===== src/rtl/life_automaton_torus_macros.svh =====
// Assertion macros used by the life automaton RTL.
`ifndef LIFE_AUTOMATON_TORUS_MACROS_SVH
`define LIFE_AUTOMATON_TORUS_MACROS_SVH

// Property checked on every rising clock edge outside of reset.
`define LAT_ASSERT(name, clk, rst_n, prop, msg) \
  name: assert property (@(posedge clk) disable iff (!rst_n) prop) else $error(msg);

// Condition that must never be true outside of reset.
`define LAT_NEVER(name, clk, rst_n, cond, msg) \
  name: assert property (@(posedge clk) disable iff (!rst_n) !(cond)) else $error(msg);

`endif


===== src/rtl/lat_pkg.sv =====
// Package of the life automaton: widths, command codes, cell control and helpers.
package lat_pkg;

  localparam int unsigned ROWS_DEF = 32;
  localparam int unsigned COLS_DEF = 64;
  localparam int unsigned MAX_COLS = 64;

  localparam int unsigned ROW_W  = 5;
  localparam int unsigned COL_W  = 6;
  localparam int unsigned LIVE_W = 12;
  localparam int unsigned CMD_W  = 2;
  localparam int unsigned IN_W   = 16;
  localparam int unsigned OUT_W  = 16;
  localparam int unsigned PC_W   = 7;

  localparam logic [LIVE_W-1:0] LIVE_MAX = '1;

  typedef enum logic [CMD_W-1:0] {
    CMD_WRITE = 2'd0,
    CMD_STEP  = 2'd1,
    CMD_READ  = 2'd2
  } cmd_e;

  typedef struct packed {
    logic             shift;
    logic             wr_en;
    logic             wr_val;
    logic             in_range;
    logic [ROW_W-1:0] row;
    logic [COL_W-1:0] col;
  } cell_ctrl_t;

  // Population count as a pairwise adder tree.
  function automatic logic [PC_W-1:0] popcnt(input logic [MAX_COLS-1:0] w);
    logic [PC_W-1:0] s [MAX_COLS];
    for (int i = 0; i < MAX_COLS; i++) begin
      s[i] = PC_W'(w[i]);
    end
    for (int st = 1; st < MAX_COLS; st = st * 2) begin
      for (int i = 0; i < MAX_COLS; i = i + 2 * st) begin
        s[i] = s[i] + s[i+st];
      end
    end
    return s[0];
  endfunction

endpackage


===== src/rtl/lat_cell.sv =====
// One row cell of the ring: holds a grid row, shifts toward its neighbor, serves accesses.
module lat_cell #(
  parameter int unsigned COLS = lat_pkg::COLS_DEF,
  parameter int unsigned IDX  = 0
) (
  input  logic                clk_i,
  input  logic                rst_ni,
  input  lat_pkg::cell_ctrl_t ctrl_i,
  input  logic [COLS-1:0]     shift_i,
  output logic [COLS-1:0]     row_o,
  output logic                bit_o
);

  localparam int unsigned CIW = $clog2(COLS);

  logic [COLS-1:0] row_q, row_d;
  logic            hit;
  logic [CIW-1:0]  cidx;

  assign cidx = ctrl_i.col[CIW-1:0];
  assign hit  = ctrl_i.in_range && (32'(ctrl_i.row) == IDX);

  always_comb begin
    row_d = row_q;
    if (ctrl_i.shift) begin
      row_d = shift_i;
    end else if (hit && ctrl_i.wr_en) begin
      row_d[cidx] = ctrl_i.wr_val;
    end
  end

  always_ff @(posedge clk_i or negedge rst_ni) begin
    if (!rst_ni) begin
      row_q <= '0;
    end else begin
      row_q <= row_d;
    end
  end

  assign row_o = row_q;
  assign bit_o = hit & row_q[cidx];

endmodule


===== config.mk =====
export PLATFORM = sky130hd
export DESIGN_NAME = lat_cell
export DESIGN_NICKNAME = d
export VERILOG_FILES = /design/src/rtl/life_automaton_torus_macros.svh /design/src/rtl/lat_pkg.sv /design/src/rtl/lat_cell.sv
export SDC_FILE = /design/constraint.sdc
export NUM_CORES = 1
export LEC_CHECK = 0
export BUFFER_PORTS_ARGS = -buffer_cell sky130_fd_sc_hd__buf_2
export CAP_MARGIN = 20
export CORE_MARGIN = 1.5
export CORE_UTILIZATION = 46
export CTS_CLUSTER_DIAMETER = 120
export DETAILED_ROUTE_END_ITERATION = 10
export HOLD_SLACK_MARGIN = 0.08
export PLACE_DENSITY_LB_ADDON = 0.3
export SYNTH_ARGS = -nofsm -noshare
export SYNTH_HDL_FRONTEND = slang
export SYNTH_SLANG_ARGS = --single-unit
export TNS_END_PERCENT = 20

===== constraint.sdc =====
create_clock -name clk_i -period 1.3 [get_ports clk_i]
set_clock_uncertainty 0.1 [all_clocks]
set_input_delay 0 -clock clk_i [delete_from_list [all_inputs] [get_ports clk_i]]
set_output_delay 0 -clock clk_i [all_outputs]
set_load 0.03 [all_outputs]

# Word level (Yosys, flattened, before mapping)

Index checks and enable logic that the tools add are counted.

Magnitude comparators: 2
Muxes and demuxes: 7
Bitwise operators: 1
Reduce and logical (&&, ||, !) cells: 5

Operator list:

| cell                                                 | number |
|---|---|
| 2-to-1 mux 64 bit                                    | 2 |
| bitwise mux 64 bit                                   | 1 |
| < comparator 6 x 7 -> 1 bit (second input constant)  | 1 |
| binary-select mux 1 bit (select 6 bit)               | 1 |
| demux 1 bit (select 6 bit)                           | 1 |
| >= comparator 6 x 1 -> 1 bit (second input constant) | 1 |
| logical NOT 5 bit                                    | 1 |
| logical AND 1 bit                                    | 3 |
| 2-to-1 mux 1 bit                                     | 2 |
| nonzero test 2 bit                                   | 1 |
| bitwise AND 1 bit                                    | 1 |

Bits in registers: 64
Input bits: 81
Output and inout bits: 65
Logic and storage cells: 16

# Depth between registers and ports, before layout

Word-level depth: 7
Gate-level depth with buffers: 7
Gate-level depth less buffers: 5

# Worst setup path before layout

OpenSTA, ideal clock, no wires.

Path type: reg-to-output
Start: register row_q[15] (netlist: row_o[15])
End: output port bit_o
Arrival: 1679 ps
Required time: 1200 ps
Slack: -479 ps
Stages on the path, launching flop included: 6
Buffers on the path: 0
Cell sequence: dfrtp_1 > mux4_2 > mux2i_1 > o22ai_1 > a211oi_1 > a31oi_1

Longest elaborated chain between the ends: 3

RTL lines:

| item                                   | line           | text |
|---|---|---|
| start: declaration                     | lat_cell.sv:16 | `logic [COLS-1:0] row_q, row_d;` |
| start signal: assignment               | lat_cell.sv:36 | `row_q <= row_d;` |
| binary-select mux 1 bit (select 6 bit) | lat_cell.sv:41 | `assign bit_o = hit & row_q[cidx];` |
| 2-to-1 mux 1 bit (not written as such) | lat_cell.sv:41 |  |
| bitwise AND 1 bit                      | lat_cell.sv:41 |  |
| end: declaration                       | lat_cell.sv:11 | `output logic bit_o` |

No other way between the ends. The select of a mux whose other input is x is not followed.

# Final worst setup path

Start: register row_q[31] (netlist: row_o[31])
End: output port bit_o

The elaborated chain is that of the path after synthesis.

==> qor.txt <==
outcome: finished with violations
failing checks: negative setup slack
CP peak stage delay: 0.50 ns
Cell Pwr Density: 867 nW/um^2
Worst Reg-to-Reg Cells: 3
initial antenna violation count: 0
maximum vdd ir drop: 0.000569 V
initial core utilization: 47.1%
Antenna Nets Post-Route: 0
overall routed net length: 18500 um
Crit path buffers/inverters: 1
Tmin final: 2.42 ns
GRT overflow: 0
worst-path fanout max: 2
Distinct cells, synth: 41
cts bufs inserted: 9
Die H: 99.8 um
core box area: 9150 sq um
max cap viols: 0
Vias: 5162
drt pass-1 iters: 6
max FFs per register: 64
Rel. slew slack: 73.1%
Critical Path RT: 1.20 ns
most frequent cells in the layout: buf_2, buf_4, dlygate4sd3_1
first-pass GRT wire length: 24800 um
I/O pin count: 146
Final setup violation count: 54
vias per inst: 5.89
Finished Layout Cells: 876
#FFs+latches synth: 64
Top Family by Delay on Critical Path: multiplexers
crit path kind: flip-flop to output pin
Sinks on Clock Net: 64
row cnt: 35
Clk Latency, worst-skew pair: 0.35 ns
max-slew violation count: 0
Leak: 3.37 nW
Hold Vio Cnt, Final: 0
Mapped Nets: 532
number of H-tree levels: 3
reg2reg start: row_o[48]
RePlAce Congestion: 0.810
I/O Buffers: 145
Levels on crit path: 6
ys flop type: dfrtp_1
number of synthesized flops with an enable pin: 0
Die Span X: 99.8 um
fill cell count: 532
DP HPWL: 9440 um
largest net degree at the start of global routing: 65
DIE AREA: 9970 sq um
Tcrit/Tclk final: 186%
area growth from synthesis to layout: 69.3%
Cells after DPL: 774
TritonCTS clock tree: done
Worst Setup End Kind: output pin
vias in the first global route: 4933
Synth async-reset ratio: 100%
Max Root-Sink Buffers: 2
RR Endpoint: row_o[48]
synthesized area: 4310 sq um
Gate Count Post-Synth: 451
drt wl/cell: 21.1 um
Hold/Removal Path Class: primary input to async pin
Final WS setup: -1.12 ns
RSZ-0062 raised after global routing: yes
CTS root buf: clkbuf_8
Syn Area/Cell: 9.56 sq um
most common cell after layout, fill and taps aside: buf_2
Post-route DRC: 0
Critical-path top delay cell: mux4_2
sequential fraction of the synthesis area: 37.1%
CP arrival: 2.32 ns
launch point of the worst path: row_o[31]
clock slew seen by the registers of the worst setup and hold paths: 0.08 ns
fin util: 79.8%
layout cells sized above 1: 49.1%
all-layer global routing usage: 32.0%
fmax: 0.413 GHz
DRT iter0 DRCs: 517
R2R Setup Slk: 0.15 ns
worst slew pin tran: 0.403 ns
critical path launch point type: flip-flop
CP cell instances: mux4_2 -> mux2i_1 -> o22ai_1 -> a211oi_2 -> a31oi_2 -> buf_6
Yosys warning count: 0
Nets: 840
==> per-stage QoR <==
stage	hold slack, ns	setup TNS (ns)	setup WS (ns)	instance area (sq um)	total power, mW
3_5_place_dp	-0.0526	-18.73	-0.600	6030	4.16
5_1_grt	0.143	-8.67	-1.08	7300	6.53
4_1_cts	0.108	-1.05	-0.854	7010	6.11
2_1_floorplan	-0.396	-3.14	-0.401	4460	3.28
3_3_place_gp	-0.0601	-18.10	-0.582	6030	4.13
6_report	0.0763	-4.25	-1.12	7300	6.33
==> area by class of cell <==
class                   count  area, sq um  area share (%)
repair buffers            344         2600            35.7
diodes                      1         2.50          0.0343
multi-input cells         331         2710            37.0
clock buffers              13          159            2.18
flip-flops and latches     64         1620            22.2
well taps                 111          139            1.90
inverters                   9         33.8           0.463
clock inverters             3         40.0           0.548
==> worst max-delay path by stage <==
stage,endpoint,slack (ns)
6_report,bit_o,-1.12
5_1_grt,bit_o,-1.08
4_1_cts,bit_o,-0.85
3_5_place_dp,bit_o,-0.60
3_3_place_gp,bit_o,-0.58
2_1_floorplan,bit_o,-0.40
==> where the power goes <==
group | switching (mW) | internal [mW]
logic | 1.24 | 0.947
clock network | 0.854 | 0.988
registers | 0.126 | 2.17
==> synth_stat cells (2+ instances only) <==
library cell	number	area [sq um]
o22ai_1	2	12.5
nor2_1	5	18.8
nand2b_1	2	12.5
dfrtp_1	64	1600
buf_1	3	11.3
o2bb2ai_1	2	17.5
nand3b_1	7	52.6
mux2i_1	74	741
o221ai_1	3	26.3
a21oi_1	2	10.0
nor3_1	6	30.0
mux4_2	6	135
o21ai_1	64	320
clkbuf_1	23	86.3
or3b_1	2	17.5
nand2_1	68	255
a221o_1	3	30.0
a31oi_1	3	18.8
o21ai_0	3	15.0
buf_2	19	95.1
nand4b_1	2	17.5
nor3_2	60	601
inv_1	9	33.8
nor3b_1	2	15.0
==> worst reg2reg max path, stage by stage, from the launching register on <==
cell     delay (ns)
dfrtp_1        0.42
buf_4          0.16
mux2i_1        0.21
o21ai_1        0.12
==> layer usage <==
| metal | global-route usage, % | wire length [um] | vias up |
|---|---|---|---|
| met2 | 53.4 | 8880 | 360 |
| met5 | 0 | 0 | - |
| li1 | - | - | 2244 |
| met3 | 6.34 | 1520 | 115 |
| met1 | 40.3 | 6980 | 2443 |
| met4 | 14.4 | 1100 | 0 |
==> what timing repair did <==
| item | CTS | global route |
|---|---|---|
| setup buffers | 0 | 4 |
| cloned | 0 | 4 |
| hold endpoints to repair | 128 | 0 |
| pin swaps | 0 | 2 |
| hold buffers | 77 | 0 |
| resized for setup | 4 | 42 |
| setup endpoints to repair | 2 | 56 |
==> logic make-up (layout without fill, tap and decap cells) <==
kind of cell	count (synthesis)	in the layout	share of synthesized area, %
and+or+nand+nor	162	162	25.0
muxes	80	80	20.3
DFF	64	64	37.1
other	0	1	0
AOI/OAI and AO/OA	89	89	11.8
buffers and inverters	56	369	5.69
(Power assumes the default switching activity.)
